File: config.mk
export PLATFORM = sky130hd
export DESIGN_NAME = rsp_packet_deframer
export DESIGN_NICKNAME = d
export VERILOG_FILES = /design/src/sv/rspd_pkg.sv /design/src/sv/rsp_packet_deframer.sv /design/src/sv/rspd_front.sv /design/src/sv/rspd_queue.sv /design/src/sv/rspd_back.sv
export VERILOG_INCLUDE_DIRS = /design/src /design/src/sv
export SDC_FILE = /design/constraint.sdc
export NUM_CORES = 1
export LEC_CHECK = 0
export BUFFER_PORTS_ARGS = -buffer_cell sky130_fd_sc_hd__buf_2
export CAP_MARGIN = 10
export CORE_ASPECT_RATIO = 0.75
export CORE_UTILIZATION = 45
export DETAILED_ROUTE_END_ITERATION = 8
export PLACE_DENSITY = 0.76
export SYNTH_ARGS = -nofsm -noshare
export SYNTH_HDL_FRONTEND = slang
export SYNTH_HIERARCHICAL = 1
export SYNTH_SLANG_ARGS = --single-unit
File: constraint.sdc
create_clock -name clk -period 4.5 [get_ports clk]
set_input_delay 0.225 -clock clk [delete_from_list [all_inputs] [get_ports clk]]
set_output_delay 0.225 -clock clk [all_outputs]
set_load 0.02 [all_outputs]
File: src/sv/assert_macros.svh
// Assertion macros shared by the deframer RTL.
// No dependencies; included by the modules that check their own logic.
`ifndef ASSERT_MACROS_SVH
`define ASSERT_MACROS_SVH

// Antecedent holds, consequent holds in the same cycle.
`define ASSERT_NOW(lbl, clk, rst, ante, cons) \
  lbl: assert property (@(posedge clk) disable iff (rst) (ante) |-> (cons)) \
    else $error("same-cycle check failed");

// Antecedent holds, consequent holds in the next cycle.
`define ASSERT_NEXT(lbl, clk, rst, ante, cons) \
  lbl: assert property (@(posedge clk) disable iff (rst) (ante) |=> (cons)) \
    else $error("next-cycle check failed");

`endif

File: src/sv/rspd_pkg.sv
// Shared types and constants of the packet deframer.
// No dependencies; used by every deframer module.
package rspd_pkg;

  localparam int BUF_BYTES_DEFAULT   = 16384;
  localparam int QUEUE_DEPTH_DEFAULT = 2;
  localparam int LIMIT_W             = 14;

  localparam logic [LIMIT_W-1:0] LIMIT_MAX = 14'd16382;

  localparam logic [7:0] CH_START = 8'h24;
  localparam logic [7:0] CH_END   = 8'h23;
  localparam logic [7:0] CH_ESC   = 8'h7d;
  localparam logic [7:0] CH_INTR  = 8'h03;
  localparam logic [7:0] ESC_XOR  = 8'h20;

  localparam logic [1:0] KIND_PAYLOAD = 2'd0;
  localparam logic [1:0] KIND_END     = 2'd1;
  localparam logic [1:0] KIND_INTR    = 2'd2;

  localparam logic [1:0] STATUS_GOOD     = 2'd0;
  localparam logic [1:0] STATUS_MISMATCH = 2'd1;
  localparam logic [1:0] STATUS_TOO_LONG = 2'd2;
  localparam logic [1:0] STATUS_ESCAPE   = 2'd3;

  localparam logic [1:0] OP_PAYLOAD = 2'd0;
  localparam logic [1:0] OP_END     = 2'd1;
  localparam logic [1:0] OP_INTR    = 2'd2;

  typedef struct packed {
    logic [1:0] op;
    logic [7:0] data;
    logic       bad;
    logic       esc;
  } cmd_t;

endpackage

File: src/sv/rsp_packet_deframer.sv
// Remote serial protocol packet deframer, top level.
// Slave stream of link bytes in, master stream of payload/end/interrupt out.
// Input: s_tdata[7:0] is one received byte; s_tready falls only when the
//   command queue is full.
// Output: m_tuser is the kind (0 payload byte, 1 end of packet,
//   2 interrupt request); m_tdata carries data, status, reply_nak, length.
// Config: cfg_data sets the payload limit; cfg_ready is always high. Write
//   only while no packet is in flight.
// Throughput: one byte per cycle sustained while m_tready stays high; the front
//   end framing FSM and the back end count/limit update are each registered.
// Path: the front end writes an accepted byte's result into the queue, and
//   the queue feeds it into the output register on the master side.
// Framing bytes, escapes, checksum digits, junk and over-limit payload bytes
//   give no result; the end result follows the second checksum digit.
// Reset: hunt mode, count cleared, queue and output register empty, limit
//   back to its maximum.
// Stall: while m_tready is low the output register holds, the queue fills,
//   and then s_tready drops until the register drains.
module rsp_packet_deframer #(
  parameter int BUF_BYTES   = rspd_pkg::BUF_BYTES_DEFAULT,
  parameter int QUEUE_DEPTH = rspd_pkg::QUEUE_DEPTH_DEFAULT
) (
  input  logic                          clk,
  input  logic                          rst,
  input  logic                          s_tvalid,
  output logic                          s_tready,
  input  logic [7:0]                    s_tdata,   // [7:0] rx_byte
  output logic                          m_tvalid,
  input  logic                          m_tready,
  output logic [31:0]                   m_tdata,   // data, status, reply_nak, length
  output logic [1:0]                    m_tuser,   // [1:0] kind
  input  logic                          cfg_valid,
  output logic                          cfg_ready,
  input  logic [rspd_pkg::LIMIT_W-1:0]  cfg_data   // payload_limit
);
  import rspd_pkg::*;

  cmd_t               f_cmd;
  logic               f_valid;
  logic               f_ready;
  cmd_t               q_cmd;
  logic               q_valid;
  logic               q_ready;
  logic [7:0]         o_data;
  logic [1:0]         o_status;
  logic               o_nak;
  logic [LIMIT_W-1:0] o_length;

  assign cfg_ready = 1'b1;

  rspd_front u_front (
    .clk       (clk),
    .rst       (rst),
    .in_valid  (s_tvalid),
    .in_ready  (s_tready),
    .in_byte   (s_tdata),
    .cmd_valid (f_valid),
    .cmd       (f_cmd),
    .cmd_ready (f_ready)
  );

  rspd_queue #(
    .DEPTH (QUEUE_DEPTH)
  ) u_queue (
    .clk      (clk),
    .rst      (rst),
    .wr_valid (f_valid),
    .wr_ready (f_ready),
    .wr_cmd   (f_cmd),
    .rd_valid (q_valid),
    .rd_ready (q_ready),
    .rd_cmd   (q_cmd)
  );

  rspd_back #(
    .BUF_BYTES (BUF_BYTES)
  ) u_back (
    .clk        (clk),
    .rst        (rst),
    .cfg_we     (cfg_valid && cfg_ready),
    .cfg_data   (cfg_data),
    .cmd_valid  (q_valid),
    .cmd_ready  (q_ready),
    .cmd        (q_cmd),
    .out_valid  (m_tvalid),
    .out_ready  (m_tready),
    .out_kind   (m_tuser),
    .out_data   (o_data),
    .out_status (o_status),
    .out_nak    (o_nak),
    .out_length (o_length)
  );

  assign m_tdata = {7'd0, o_length, o_nak, o_status, o_data};

endmodule

File: src/sv/rspd_front.sv
// Framing front end: hunt, body, checksum digits; emits commands.
// Depends on rspd_pkg and assert_macros.svh.
`include "assert_macros.svh"
module rspd_front (
  input  logic          clk,
  input  logic          rst,
  input  logic          in_valid,
  output logic          in_ready,
  input  logic [7:0]    in_byte,
  output logic          cmd_valid,
  output rspd_pkg::cmd_t cmd,
  input  logic          cmd_ready
);
  import rspd_pkg::*;

  localparam logic [1:0] MODE_HUNT  = 2'd0;
  localparam logic [1:0] MODE_BODY  = 2'd1;
  localparam logic [1:0] MODE_CK_HI = 2'd2;
  localparam logic [1:0] MODE_CK_LO = 2'd3;

  function automatic logic [4:0] hex_value(input logic [7:0] c);
    logic [4:0] v;
    v = 5'd16;
    if (c inside {[8'h30:8'h39]}) v = 5'(c - 8'h30);
    else if (c inside {[8'h61:8'h66]}) v = 5'(c - 8'h57);
    else if (c inside {[8'h41:8'h46]}) v = 5'(c - 8'h37);
    return v;
  endfunction

  logic [1:0] mode, mode_next;
  logic [7:0] sum, sum_next;
  logic       esc, esc_next;
  logic [4:0] hi, hi_next;
  logic [4:0] lo;
  logic       acc;

  assign in_ready = cmd_ready;
  assign acc      = in_valid && in_ready;
  assign lo       = hex_value(in_byte);

  always_comb begin
    mode_next = mode;
    sum_next  = sum;
    esc_next  = esc;
    hi_next   = hi;
    cmd_valid = 1'b0;
    cmd.op    = OP_PAYLOAD;
    cmd.data  = in_byte;
    cmd.bad   = hi[4] | lo[4] | ({hi[3:0], lo[3:0]} != sum);
    cmd.esc   = esc;
    if (acc) begin
      case (mode)
        MODE_BODY: begin
          if (in_byte == CH_END) begin
            mode_next = MODE_CK_HI;
          end else begin
            sum_next = sum + in_byte;
            if (esc) begin
              esc_next  = 1'b0;
              cmd.data  = in_byte ^ ESC_XOR;
              cmd_valid = 1'b1;
            end else if (in_byte == CH_ESC) begin
              esc_next = 1'b1;
            end else begin
              cmd_valid = 1'b1;
            end
          end
        end
        MODE_CK_HI: begin
          hi_next   = lo;
          mode_next = MODE_CK_LO;
        end
        MODE_CK_LO: begin
          cmd.op    = OP_END;
          cmd_valid = 1'b1;
          mode_next = MODE_HUNT;
        end
        default: begin
          if (in_byte == CH_START) begin
            mode_next = MODE_BODY;
            sum_next  = 8'd0;
            esc_next  = 1'b0;
            hi_next   = 5'd0;
          end else if (in_byte == CH_INTR) begin
            cmd.op    = OP_INTR;
            cmd_valid = 1'b1;
          end
        end
      endcase
    end
  end

  always_ff @(posedge clk) begin
    if (rst) begin
      mode <= MODE_HUNT;
      sum  <= 8'd0;
      esc  <= 1'b0;
      hi   <= 5'd0;
    end else begin
      mode <= mode_next;
      sum  <= sum_next;
      esc  <= esc_next;
      hi   <= hi_next;
    end
  end

  `ASSERT_NEXT(a_ck_lo_ends, clk, rst, acc && (mode == MODE_CK_LO), mode == MODE_HUNT)

endmodule

File: src/sv/rspd_queue.sv
// Short command queue between framing front end and result back end.
// Depends on rspd_pkg and assert_macros.svh.
`include "assert_macros.svh"
module rspd_queue #(
  parameter int DEPTH = rspd_pkg::QUEUE_DEPTH_DEFAULT
) (
  input  logic           clk,
  input  logic           rst,
  input  logic           wr_valid,
  output logic           wr_ready,
  input  rspd_pkg::cmd_t wr_cmd,
  output logic           rd_valid,
  input  logic           rd_ready,
  output rspd_pkg::cmd_t rd_cmd
);
  import rspd_pkg::*;

  localparam int PTR_W = (DEPTH > 1) ? $clog2(DEPTH) : 1;
  localparam int CNT_W = $clog2(DEPTH + 1);
  localparam logic [PTR_W-1:0] LAST = PTR_W'(DEPTH - 1);
  localparam logic [CNT_W-1:0] FULL = CNT_W'(DEPTH);

  cmd_t             slots [DEPTH];
  logic [PTR_W-1:0] wr_ptr;
  logic [PTR_W-1:0] rd_ptr;
  logic [CNT_W-1:0] count;
  logic             push;
  logic             pop;

  assign wr_ready = (count != FULL);
  assign rd_valid = (count != '0);
  assign rd_cmd   = slots[rd_ptr];
  assign push     = wr_valid && wr_ready;
  assign pop      = rd_valid && rd_ready;

  always_ff @(posedge clk) begin
    if (push) begin
      slots[wr_ptr] <= wr_cmd;
    end
  end

  always_ff @(posedge clk) begin
    if (rst) begin
      wr_ptr <= '0;
      rd_ptr <= '0;
      count  <= '0;
    end else begin
      if (push) begin
        wr_ptr <= (wr_ptr == LAST) ? '0 : wr_ptr + 1'b1;
      end
      if (pop) begin
        rd_ptr <= (rd_ptr == LAST) ? '0 : rd_ptr + 1'b1;
      end
      if (push && !pop) begin
        count <= count + 1'b1;
      end else if (pop && !push) begin
        count <= count - 1'b1;
      end
    end
  end

  `ASSERT_NOW(a_count_bound, clk, rst, 1'b1, count <= FULL)

endmodule

File: src/sv/rspd_back.sv
// Result back end: payload count, limit, status and output register.
// Depends on rspd_pkg and assert_macros.svh.
`include "assert_macros.svh"
module rspd_back #(
  parameter int BUF_BYTES = rspd_pkg::BUF_BYTES_DEFAULT
) (
  input  logic                          clk,
  input  logic                          rst,
  input  logic                          cfg_we,
  input  logic [rspd_pkg::LIMIT_W-1:0]  cfg_data,
  input  logic                          cmd_valid,
  output logic                          cmd_ready,
  input  rspd_pkg::cmd_t                cmd,
  output logic                          out_valid,
  input  logic                          out_ready,
  output logic [1:0]                    out_kind,
  output logic [7:0]                    out_data,
  output logic [1:0]                    out_status,
  output logic                          out_nak,
  output logic [rspd_pkg::LIMIT_W-1:0]  out_length
);
  import rspd_pkg::*;

  localparam int BUF_CAP = BUF_BYTES - 2;
  localparam int CAP     = (BUF_CAP < int'(LIMIT_MAX)) ? BUF_CAP : int'(LIMIT_MAX);
  localparam logic [LIMIT_W-1:0] CAP_V = LIMIT_W'(CAP);

  logic [LIMIT_W-1:0] limit;
  logic [LIMIT_W-1:0] lim;
  logic [LIMIT_W-1:0] count;
  logic               overflow;
  logic               can_load;
  logic               pop;

  assign lim       = (limit > CAP_V) ? CAP_V : limit;
  assign can_load  = !out_valid || out_ready;
  assign cmd_ready = can_load;
  assign pop       = cmd_valid && can_load;

  always_ff @(posedge clk) begin
    if (rst) begin
      limit     <= LIMIT_MAX;
      out_valid <= 1'b0;
      count     <= '0;
      overflow  <= 1'b0;
    end else begin
      if (cfg_we) begin
        limit <= cfg_data;
      end
      if (can_load) begin
        out_valid <= 1'b0;
      end
      if (pop) begin
        out_data   <= 8'd0;
        out_status <= STATUS_GOOD;
        out_nak    <= 1'b0;
        out_length <= '0;
        case (cmd.op)
          OP_PAYLOAD: begin
            if (count < lim) begin
              count     <= count + 1'b1;
              out_valid <= 1'b1;
              out_kind  <= KIND_PAYLOAD;
              out_data  <= cmd.data;
            end else begin
              overflow <= 1'b1;
              count    <= lim + 1'b1;
            end
          end
          OP_END: begin
            out_valid  <= 1'b1;
            out_kind   <= KIND_END;
            out_length <= count;
            if (cmd.bad) begin
              out_status <= STATUS_MISMATCH;
              out_nak    <= 1'b1;
            end else if (overflow) begin
              out_status <= STATUS_TOO_LONG;
            end else if (cmd.esc) begin
              out_status <= STATUS_ESCAPE;
            end
            count    <= '0;
            overflow <= 1'b0;
          end
          OP_INTR: begin
            out_valid <= 1'b1;
            out_kind  <= KIND_INTR;
          end
          default: begin
          end
        endcase
      end
    end
  end

  `ASSERT_NOW(a_payload_counted, clk, rst, out_valid && (out_kind == KIND_PAYLOAD),
              count != '0)
  `ASSERT_NOW(a_nak_iff_mismatch, clk, rst, out_valid,
              out_nak == (out_status == STATUS_MISMATCH))

endmodule
==> results of run 1 <==
power by group through the flow:
stage | clock network, uW | logic (uW) | registers, uW
floorplan | 0 | 365 | 1200
global placement | 0 | 537 | 1150
detailed placement | 0 | 553 | 1150
CTS | 773 | 558 | 1130
global route | 806 | 615 | 1140
finish | 756 | 563 | 1130
state kept, by name, indices dropped and copies added, names as in the netlist, 2 cells and up, named ones only:
signal and cells:
u_front/hi 5, u_back/out_status 2, u_queue/count 2, u_back/out_kind 2
u_back/count 14, u_back/out_length 14, u_front/mode 2, u_front/sum 8
u_back/out_data 8, u_queue/slots 24, u_back/limit 14
area by class of cell:
type / count / area, um^2
fill: 1104 / 6010
clock inverter: 6 / 55.1
timing repair buffer: 56 / 283
clock buffer: 10 / 239
tap: 166 / 208
sequential: 102 / 2550
multi-input combinational: 414 / 2920
inverter: 34 / 128
metrics by stage:
step / area (um^2) / hold WS (ns) / total power (uW) / setup slack [ns]
CTS: 6380 / 0.0911 / 2460 / 0.960
detailed placement: 6090 / 0.448 / 1710 / 1.00
finish: 6380 / 0.0959 / 2450 / 0.919
global placement: 6090 / 0.449 / 1690 / 1.12
global route: 6380 / 0.110 / 2570 / 0.659
floorplan: 5810 / 0.294 / 1560 / 1.14
layer usage:
metal	GRT usage (%)	routed length, um	vias up
met4	6.63	164	0
met2	28.5	5360	218
li1	-	-	2187
met1	29.1	6250	2051
met5	0	0	-
met3	4.09	1220	18
worst max path at each step:
stage                     depth (start not counted)                             to  slack (ns)
after floorplan                                  16  u_back/count[10]$_SDFFE_PP0P_        1.14
after global placement                           14  u_back/count[10]$_SDFFE_PP0P_        1.12
after detailed placement                         14  u_back/count[10]$_SDFFE_PP0P_        1.00
after CTS                                        14  u_back/count[10]$_SDFFE_PP0P_        0.96
after global routing                             14  u_back/count[10]$_SDFFE_PP0P_        0.66
final                                            14  u_back/count[10]$_SDFFE_PP0P_        0.92
critical path: cells and delay by family, from the launching register on:
kind                       cells  cell delay (ns)
DFF                            1             0.48
and+or+nand+nor                6             1.46
AOI/OAI and AO/OA              4             0.65
buffers and inverters          1             0.19
adders and majority gates      2             0.65
muxes                          1             0.08
Yosys cell counts, drive strengths merged (4+ instances only):
cell / number / area (um^2)
a21o: 4 / 30.0
a21oi: 22 / 110
a22oi: 8 / 60.1
and2: 18 / 113
and3: 17 / 111
buf: 25 / 179
clkbuf: 11 / 41.3
dfxtp: 51 / 1020
edfxtp: 51 / 1530
ha: 36 / 450
inv: 34 / 128
mux2: 13 / 150
mux2i: 10 / 100
nand2: 50 / 188
nand2b: 4 / 25.0
nand3: 19 / 100
nand4: 10 / 62.6
nor2: 33 / 124
nor2b: 5 / 31.3
nor3: 18 / 90.1
nor4: 6 / 43.8
o211ai: 18 / 135
o21ai: 11 / 55.1
o2bb2ai: 9 / 85.1
o31ai: 11 / 82.6
or3: 5 / 31.3
or4: 5 / 41.3
xnor2: 15 / 131
xor2: 8 / 70.1
logic make-up (layout without fill, tap and decap cells):
family | Yosys count | after routing | share of synthesized area [%]
fa+ha+maj | 37 | 37 | 8.12
buf+inv | 70 | 106 | 6.01
simple gates | 205 | 205 | 18.8
other cells | 2 | 8 | 0.130
flops | 102 | 102 | 44.1
xor+xnor | 23 | 23 | 3.48
compound gates | 118 | 118 | 15.1
mux | 23 | 23 | 4.32
==> metrics.txt, run 1 <==
drt initial violations=398; total of endpoints with negative setup slack in the final report=0; syn_area_per_cell=9.98 um^2; horizontal die dimension=133 um; leakage power summed over all cells=0.00262 uW; Port Buffer Count=55; synthesized netlist cell count=580; Total Routed Length=13.0 mm; Synth-to-Final Area Change=10.2%; element type at the critical path start=flip-flop; endpoint of the lowest-slack register-to-register path=u_back/count[10]$_SDFFE_PP0P_; Highest Clock Rate=0.279 GHz; total congestion overflow after global routing=0; post-synth design cell area=0.00579 mm^2; Longest Clk Path Bufs=2; Post-DP HPWL=9.49 mm; final instance count without filler cells=788; proportion of power drawn by the clock network=30.9%; initial cell density of the core=46.7%; part of the total power dissipated in sequential elements=46.2%; vias per cell=5.68; Max FO, Critical Path=17; clock transition at the registers of the reported paths=0.07 ns; RSZ-0062 raised after global routing=false; post-route setup TNS=0 ns; Synth async-reset ratio=0%; most frequent standard cell in the layout excluding fill and tap cells=sky130_fd_sc_hd__buf_2; category of the most critical setup path=flip-flop to flip-flop; power per cell area=384 mW/mm^2; setup slack of the most critical reg-to-reg path=0.92 ns; post_cts resized=0; Total Die Area=0.0133 mm^2; Critical Path, Cell by Cell=inv_1 -> ha_1 -> o211ai_1 -> or4_1 -> a31o_4 -> and3_4 -> o21ai_0 -> ha_1 -> nand3_1 -> nor3_1 -> and3_1 -> nor2b_1 -> mux2i_1 -> o2bb2ai_1; fraction of layout cells with a size suffix above 1=15.9%; count of flip-flops with a built-in enable after synthesis=51; number of flip-flops and latches in the synthesized netlist=102; r2r startpoint=u_back/limit[2]$_SDFFE_PP1P_; worst reg2reg path depth=14; worst voltage drop across the vdd grid=0.265 mV; cts hold-fix bufs=0; maximum number of pins on one net before global-route repair=34; largest incremental delay on the critical path=0.48 ns; switching power as a share of total power=31.7%; postcts setup bufs=0; Max Slew Vio Count=0; NetSw=778 uW; Comb pwr share=23.0%; headroom to the max-slew limit=24.0%; first-pass GRT wire length=21.0 mm; sequential element share of the synthesized area=44.1%; result of the run=completed; clock tree from TritonCTS=done; DR pass1 iterations=5; pin slew with the least headroom to its limit=1.14 ns; total clock buffers created by CTS=9; Worst Hold Endpoint=u_back/limit[12]$_SDFFE_PP1P_; class of the worst hold path=primary input to flip-flop; area of the core=0.0124 mm^2; Worst Setup SP=u_back/limit[2]$_SDFFE_PP1P_; slowest cell on the critical path=sky130_fd_sc_hd__dfxtp_1; io pins=64; number of levels the H-tree was split into=3; Final period util=79.6%; cell repeated most along the worst path=sky130_fd_sc_hd__ha_1; via total after detailed routing=4,474; number of library cell types mapped by synthesis=70; drc violations=0; ANT cells=0; clock latency on the worst-skew pair=0.34 ns; final setup skew=0.0109 ns; number of clock sinks=102; required time of the critical path=4.76 ns; depth of the worst hold-timing path=3; commonest non-fill, non-tap cells in the layout=sky130_fd_sc_hd__buf_2 (55), sky130_fd_sc_hd__dfxtp_1 (51), sky130_fd_sc_hd__edfxtp_1 (51), sky130_fd_sc_hd__nand2_1 (50), sky130_fd_sc_hd__ha_1 (36); Critical Path End Type=flip-flop; data arrival at the endpoint of the critical path=3.84 ns; most instantiated flip-flop cell in the synthesis netlist=sky130_fd_sc_hd__edfxtp_1; final net count=681; Hold Fails Final Rpt=0; number of rows created at floorplan=35; clock root cell=sky130_fd_sc_hd__clkbuf_16; final weighted congestion in routability-driven placement=0.930; vias in the first global route=4,210; placed cell count=772; Antenna Violating Nets Remaining=0; max_cap viols=0; internal power=1670 uW; antenna violations before repair=0; final core area utilization=51.5%; vertical die dimension=100 um; GR Util All Layers=19.7%; Min-Delay Startpoint=cfg_data[12]; Routed WL per cell=16.5 um; minimum clock period after layout=3.58 ns; Yosys warning total=6
Note: power is estimated with default switching activity, not from simulation.
==> run 2, diff against run 1 <==
--- a/config.mk
+++ b/config.mk
@@ -11,7 +11,7 @@
 export CORE_ASPECT_RATIO = 0.75
 export CORE_UTILIZATION = 45
 export DETAILED_ROUTE_END_ITERATION = 8
-export PLACE_DENSITY = 0.76
+export PLACE_DENSITY = 0.78
 export SYNTH_ARGS = -nofsm -noshare
 export SYNTH_HDL_FRONTEND = slang
 export SYNTH_HIERARCHICAL = 1
==> constraint.sdc (replaced) <==
create_clock -name clk -period 3.2 [get_ports clk]
set_input_delay 0.16 -clock clk [delete_from_list [all_inputs] [get_ports clk]]
set_output_delay 0.16 -clock clk [all_outputs]
set_load 0.02 [all_outputs]
==> run 2 against run 1 <==
Effect of this change:
- the flow now finishes with violations (setup timing)
- utilization up 3.1 points
- highest routed layer unchanged
- worst setup slack worse by 0.96 ns
- register-to-register slack worse by 0.96 ns
- non-clock buffer count up 34
- worst hold slack worse by 0.058 ns
- clock skew up 0.0012 ns
==> metrics.txt, run 2 (synthesized netlist as in run 1, its figures left out) <==
Comb pwr share=24.2% (+1.2 points); final setup skew=0.0121 ns (+0.00121 ns); NetSw=1130 uW (+46%); Total Die Area=0.0133 mm^2 (unchanged); Synth-to-Final Area Change=16.8%; result of the run=complete, but fails checks; total of endpoints with negative setup slack in the final report=1 (+1); horizontal die dimension=133 um (unchanged); Critical Path End Type=flip-flop; violated checks=setup timing; pin slew with the least headroom to its limit=0.895 ns (-0.244 ns); depth of the worst hold-timing path=3 (unchanged); GR Util All Layers=21.5% (+1.8 points); headroom to the max-slew limit=39.6% (+16 points); clock transition at the registers of the reported paths=0.07 ns (about the same); minimum clock period after layout=3.24 ns (-0.339 ns); Antenna Violating Nets Remaining=0 (unchanged); worst voltage drop across the vdd grid=0.458 mV (+73%); power per cell area=529 mW/mm^2 (+38%); part of the total power dissipated in sequential elements=44.1% (-2.1 points); Highest Clock Rate=0.308 GHz (+10%); leakage power summed over all cells=0.00280 uW (+6.8%); post-route setup TNS=-0.0416 ns (-0.0416 ns); capturing instance or port of the critical path=u_back/count[2]$_SDFFE_PP0P_; clock tree from TritonCTS=done; number of rows created at floorplan=35 (unchanged); Port Buffer Count=55 (unchanged); largest register by flop count=u_queue/slots; proportion of power drawn by the clock network=31.7% (+0.8 points); most frequent standard cell in the layout excluding fill and tap cells=sky130_fd_sc_hd__buf_2; antenna violations before repair=0 (unchanged); clock latency on the worst-skew pair=0.34 ns (about the same); fraction of layout cells with a size suffix above 1=24.4% (+8.5 points); max reg flops=24 (unchanged); initial cell density of the core=46.7% (unchanged); setup slack of the most critical reg-to-reg path=-0.04 ns (-0.96 ns); Hold Fails Final Rpt=0 (unchanged); via total after detailed routing=4,837 (+8.1%); total clock buffers created by CTS=9 (unchanged); vertical die dimension=100 um (unchanged); number of levels the H-tree was split into=3 (unchanged); io pins=64 (unchanged); required time of the critical path=3.37 ns (-1.39 ns); Longest Clk Path Bufs=2 (unchanged); cts hold-fix bufs=0 (unchanged); commonest non-fill, non-tap cells in the layout=sky130_fd_sc_hd__buf_2 (55), sky130_fd_sc_hd__edfxtp_1 (51), sky130_fd_sc_hd__nand2_1 (50), sky130_fd_sc_hd__dfxtp_1 (43), sky130_fd_sc_hd__buf_4 (35); Max Slew Vio Count=0 (unchanged); final net count=715 (+5.0%); final instance count without filler cells=822 (+4.3%); worst reg2reg path depth=14 (unchanged); area of the core=0.0124 mm^2 (unchanged); final weighted congestion in routability-driven placement=0.944 (+1.5%); worst setup timing slack at the placement stage=-0.0667 ns (-1.07 ns); placed cell count=797 (+3.2%); Max FO, Critical Path=7 (-10); max_cap viols=0 (unchanged); vias per cell=5.88 (+3.6%); area occupied by registers=0.00256 mm^2 (+0.49%); first-pass GRT wire length=22.7 mm (+7.8%); Final period util=101% (+22 points); r2r startpoint=u_back/limit[13]$_SDFFE_PP1P_; maximum number of pins on one net before global-route repair=34 (unchanged); data arrival at the endpoint of the critical path=3.42 ns (-0.42 ns); DR pass1 iterations=7 (+2); drt initial violations=612 (+54%); Post-DP HPWL=10.2 mm (+7.3%); number of fillers in the final layout=1,040 (-5.8%); area of combinational cells with multiple inputs=0.00302 mm^2 (+3.5%); element type at the critical path start=flip-flop; total power consumption of the routed design=3580 uW (+46%); total congestion overflow after global routing=0 (unchanged); clock root cell=sky130_fd_sc_hd__clkbuf_16; vias in the first global route=4,572 (+8.6%); final hold slack=0.0384 ns (-0.0575 ns); Worst Slack Setup Final=-0.0416 ns (-0.961 ns); class of the worst hold path=primary input to flip-flop; internal power=2450 uW (+46%); switching power as a share of total power=31.6% (-0.11 points); endpoint of the lowest-slack register-to-register path=u_back/count[2]$_SDFFE_PP0P_; category of the most critical setup path=flip-flop to flip-flop; ANT cells=0 (unchanged); Routed WL per cell=17.4 um (+5.7%); Worst Setup SP=u_back/limit[13]$_SDFFE_PP1P_; Total Routed Length=14.3 mm (+10%); number of clock sinks=102 (unchanged); drc violations=0 (unchanged)
## run 2: changes by cell type in the layout (fill, tap and decap cells not counted), moves of 3 or more
cell,change
sky130_fd_sc_hd__nor3_2,+3
sky130_fd_sc_hd__buf_4,+34
sky130_fd_sc_hd__inv_1,-5
sky130_fd_sc_hd__ha_4,+4
sky130_fd_sc_hd__dfxtp_1,-8
sky130_fd_sc_hd__ha_1,-5
sky130_fd_sc_hd__nor3_1,-4
sky130_fd_sc_hd__inv_2,+4
sky130_fd_sc_hd__dfxtp_2,+7
## run 2: repair_timing
action / 4_1_cts / 5_1_grt
setup buffers: 3 / 6
resized for setup: 4 / 25
endpoints found under the setup margin: 2 / 5
pin swaps: 4 / 11
## run 2: metal layers
metal	routed length (um)	GRT usage (%)	up-vias
li1	-	-	2263
met1	6320	30.8	2234
met2	6140	32.2	303
met3	1540	4.75	37
met4	318	6.72	0
met5	0	0	-
## run 2: through the flow
stage | util (%) | instance area [um^2]
finish | 54.6 | 6770
global placement | 50.7 | 6280
floorplan | - | 5820
CTS | 53.6 | 6640
global route | 54.6 | 6770
detailed placement | 50.7 | 6280
## run 2: power by group through the flow
stage               combinational [uW]  sequential [uW]  clock (uW)
detailed placement                 836             1600           0
global placement                   808             1600           0
finish                             867             1580        1140
global route                       946             1590        1210
floorplan                          514             1680           0
CTS                                846             1570        1150
## run 2: worst min path at each step
stage                  from                            end  slack, ns
2_1_floorplan           rst  u_queue/count[1]$_SDFFE_PP0P_       0.23
3_3_place_gp    cfg_data[8]   u_back/limit[8]$_SDFFE_PP1P_       0.39
3_5_place_dp   cfg_data[12]  u_back/limit[12]$_SDFFE_PP1P_       0.38
4_1_cts        cfg_data[12]  u_back/limit[12]$_SDFFE_PP1P_       0.04
5_1_grt        cfg_data[12]  u_back/limit[12]$_SDFFE_PP1P_       0.05
6_report       cfg_data[12]  u_back/limit[12]$_SDFFE_PP1P_       0.04
## run 2: layout make-up
class | instances | share of cell area, %
Clock buffer | 10 | 3.38
Clock inverter | 6 | 1.17
Inverter | 34 | 1.92
Multi-Input combinational cell | 414 | 44.6
Sequential cell | 102 | 37.9
Tap cell | 166 | 3.07
Timing Repair Buffer | 90 | 7.95
## run 2: worst max-delay path, cell delays in order, from the launching register on
cell,delay [ns]
sky130_fd_sc_hd__dfxtp_2,0.35
sky130_fd_sc_hd__inv_1,0.07
sky130_fd_sc_hd__ha_1,0.32
sky130_fd_sc_hd__nand4_1,0.14
sky130_fd_sc_hd__or4_4,0.50
sky130_fd_sc_hd__a31o_4,0.23
sky130_fd_sc_hd__and3_4,0.18
sky130_fd_sc_hd__nand2_1,0.08
sky130_fd_sc_hd__o21ai_2,0.05
sky130_fd_sc_hd__ha_2,0.22
sky130_fd_sc_hd__buf_4,0.15
sky130_fd_sc_hd__nand3_1,0.10
sky130_fd_sc_hd__o21ai_0,0.10
sky130_fd_sc_hd__o31ai_1,0.36
sky130_fd_sc_hd__o2111ai_1,0.22
==> run 3, diff against run 2 <==
--- a/config.mk
+++ b/config.mk
@@ -6,12 +6,13 @@
 export SDC_FILE = /design/constraint.sdc
 export NUM_CORES = 1
 export LEC_CHECK = 0
-export BUFFER_PORTS_ARGS = -buffer_cell sky130_fd_sc_hd__buf_2
 export CAP_MARGIN = 10
 export CORE_ASPECT_RATIO = 0.75
 export CORE_UTILIZATION = 45
 export DETAILED_ROUTE_END_ITERATION = 8
-export PLACE_DENSITY = 0.78
+export DONT_BUFFER_PORTS = 1
+export PLACE_DENSITY = 0.74
+export SKIP_CTS_REPAIR_TIMING = 1
 export SYNTH_ARGS = -nofsm -noshare
 export SYNTH_HDL_FRONTEND = slang
 export SYNTH_HIERARCHICAL = 1
==> run 3 against run 2 <==
Effect of this change:
- the run now ends clean
- die area did not move
- clock skew fell by 0.0039 ns
- final cell count decreased by 3.8%
- highest routed layer unchanged
- largest cell class unchanged
- worst hold slack got worse by 0.015 ns
- via count fell by 4.1%
- critical path type unchanged
- sequential cell count unchanged
- worst setup slack improved by 0.060 ns
- utilization rose by 0.24 points
- first-iteration DRC count shrank 41%
- design area is 0.44% higher
- combinational power decreased by 18%
==> metrics.txt, run 3 (synthesized netlist as in run 1, its figures left out) <==
Placed Instance Area=0.00601 mm^2 (-4.3%); proportion of power drawn by the clock network=30.5% (-1.2 points); initial cell density of the core=46.7% (unchanged); number of rows created at floorplan=35 (unchanged); pin slew with the least headroom to its limit=1.02 ns (+0.126 ns); top cell family by delay on the critical path=simple AND/OR/NAND/NOR gates; part of the total power dissipated in sequential elements=48.8% (+4.7 points); Total Routed Length=14.3 mm (about the same); final setup skew=0.00822 ns (-0.00391 ns); largest register by flop count=u_queue/slots; data arrival at the endpoint of the critical path=3.39 ns (-0.03 ns); minimum clock period after layout=3.18 ns (-0.0604 ns); setup slack of the most critical reg-to-reg path=0.02 ns (+0.06 ns); post-route setup TNS=0 ns (+0.0416 ns); Port Buffer Count=0 (-100%); Total Die Area=0.0133 mm^2 (unchanged); RSZ-0062 raised after global routing=true; ANT cells=0 (unchanged); via total after detailed routing=4,640 (-4.1%); Highest Clock Rate=0.314 GHz (+1.9%); switching power as a share of total power=32.2% (+0.53 points); Critical Path End Type=flip-flop; clock tree from TritonCTS=done; element type at the critical path start=flip-flop; GR Util All Layers=20.9% (-0.63 points); placed cell count=743 (-6.8%); Critical Path, Cell by Cell=inv_4 -> ha_4 -> nand4_1 -> or4_4 -> a31o_4 -> and3_4 -> o21ai_4 -> ha_4 -> nand4_1 -> nor2_1 -> xnor2_1 -> mux2i_1 -> o2bb2ai_1; drc violations=0 (unchanged); final instance count without filler cells=791 (-3.8%); DR pass1 iterations=5 (-2); Max FO, Critical Path=6 (-1); vias per cell=5.87 (-0.31%); total power consumption of the routed design=3450 uW (-3.7%); area of combinational cells with multiple inputs=0.00311 mm^2 (+2.9%); commonest non-fill, non-tap cells in the layout=sky130_fd_sc_hd__edfxtp_1 (51), sky130_fd_sc_hd__nand2_1 (48), sky130_fd_sc_hd__dfxtp_1 (43), sky130_fd_sc_hd__buf_4 (34); total congestion overflow after global routing=0 (unchanged); class of the worst hold path=primary input to flip-flop; number of clock sinks=102 (unchanged); slowest cell on the critical path=sky130_fd_sc_hd__or4_4; area occupied by registers=0.00256 mm^2 (about the same); leakage power summed over all cells=0.00265 uW (-5.3%); Comb pwr share=20.6% (-3.6 points); total clock buffers created by CTS=9 (unchanged); power per cell area=507 mW/mm^2 (-4.1%); total buffers and inverters traversed by the critical path=1 (-1); Post-DP HPWL=9.97 mm (-2.1%); fraction of layout cells with a size suffix above 1=18.4% (-6.0 points); required time of the critical path=3.41 ns (+0.04 ns); number of levels the H-tree was split into=3 (unchanged); clock root cell=sky130_fd_sc_hd__clkbuf_16; Max Slew Vio Count=0 (unchanged); Worst Setup SP=u_back/limit[12]$_SDFFE_PP1P_; number of fillers in the final layout=1,061 (+2.0%); total non-filler cell area in the finished layout=0.00680 mm^2 (+0.44%); Synth-to-Final Area Change=17.4%; r2r startpoint=u_back/limit[12]$_SDFFE_PP1P_; vertical die dimension=100 um (unchanged); headroom to the max-slew limit=31.7% (-7.8 points); io pins=64 (unchanged); Hold Fails Final Rpt=0 (unchanged); Antenna Violating Nets Remaining=0 (unchanged); Longest Clk Path Bufs=2 (unchanged); horizontal die dimension=133 um (unchanged); vias in the first global route=4,057 (-11%); antenna violations before repair=0 (unchanged); largest incremental delay on the critical path=0.57 ns (+0.07 ns); category of the most critical setup path=flip-flop to flip-flop; first-pass GRT wire length=21.4 mm (-5.5%); internal power=2340 uW (-4.4%); final weighted congestion in routability-driven placement=0.911 (-3.5%); Final period util=99.4% (-1.9 points); clock latency on the worst-skew pair=0.35 ns (about the same); maximum number of pins on one net before global-route repair=34 (unchanged); Routed WL per cell=18.1 um (+3.9%); worst voltage drop across the vdd grid=0.318 mV (-30%); max_cap viols=0 (unchanged); total of endpoints with negative setup slack in the final report=0 (-1); result of the run=completed; NetSw=1110 uW (-2.0%); area of the core=0.0124 mm^2 (unchanged); drt initial violations=364 (-41%); most frequent standard cell in the layout excluding fill and tap cells=sky130_fd_sc_hd__edfxtp_1; Min-Delay Startpoint=s_tdata[5]; final net count=684 (-4.3%); clock transition at the registers of the reported paths=0.07 ns (about the same); max reg flops=24 (unchanged)
==> run 3: area by class of cell <==
type | instances | share of cell area [%]
multi-input cells | 414 | 45.7
flip-flops and latches | 102 | 37.7
repair buffers | 59 | 7.46
clock buffers | 9 | 3.31
well taps | 166 | 3.06
inverters | 34 | 1.91
clock inverters | 7 | 0.847
==> run 3: per-layer routing <==
metal	part of all wire [%]	up-vias	track usage [%]
met4	1.8	0	6.19
li1	-	2204	-
met3	9.6	25	6.11
met5	0	-	0
met1	47	2196	31.1
met2	41	215	28.7
==> run 3: worst register-to-register path, stage by stage, from the launching register on <==
cell and delay (ns):
sky130_fd_sc_hd__dfxtp_2 0.38, sky130_fd_sc_hd__inv_4 0.06, sky130_fd_sc_hd__ha_4 0.27, sky130_fd_sc_hd__nand4_1 0.13, sky130_fd_sc_hd__or4_4 0.57, sky130_fd_sc_hd__a31o_4 0.23, sky130_fd_sc_hd__and3_4 0.20, sky130_fd_sc_hd__o21ai_4 0.18
sky130_fd_sc_hd__ha_4 0.21, sky130_fd_sc_hd__nand4_1 0.24, sky130_fd_sc_hd__nor2_1 0.20, sky130_fd_sc_hd__xnor2_1 0.09, sky130_fd_sc_hd__mux2i_1 0.19, sky130_fd_sc_hd__o2bb2ai_1 0.10
==> run 3: path summary, 6_finish.rpt <==
| check | depth (start not counted) | to |
|---|---|---|
| setup / recovery | 13 | u_back/count[8]$_SDFFE_PP0P_ |
| hold / removal | 1 | u_queue/slots[0][11]$_DFFE_PP_ |
| setup reg to reg | 13 | u_back/count[8]$_SDFFE_PP0P_ |
| hold reg to reg | 2 | u_front/hi[2]$_SDFFE_PP0P_ |
==> run 3: per-stage QoR <==
stage	hold slack, ns	util [%]	setup WS (ns)
global route	0.0106	54.8	-0.0719
floorplan	0.229	-	0.0227
CTS	-0.135	50.8	-0.0488
detailed placement	0.237	48.5	0.00327
finish	0.0230	54.8	0.0188
global placement	0.236	48.5	0.0806
==> run 3: power groups by stage <==
stage	registers [uW]	logic, uW	clock network, uW
6_report	1680	711	1050
3_5_place_dp	1710	643	0
3_3_place_gp	1710	621	0
4_1_cts	1680	648	1070
5_1_grt	1700	780	1120
2_1_floorplan	1680	514	0
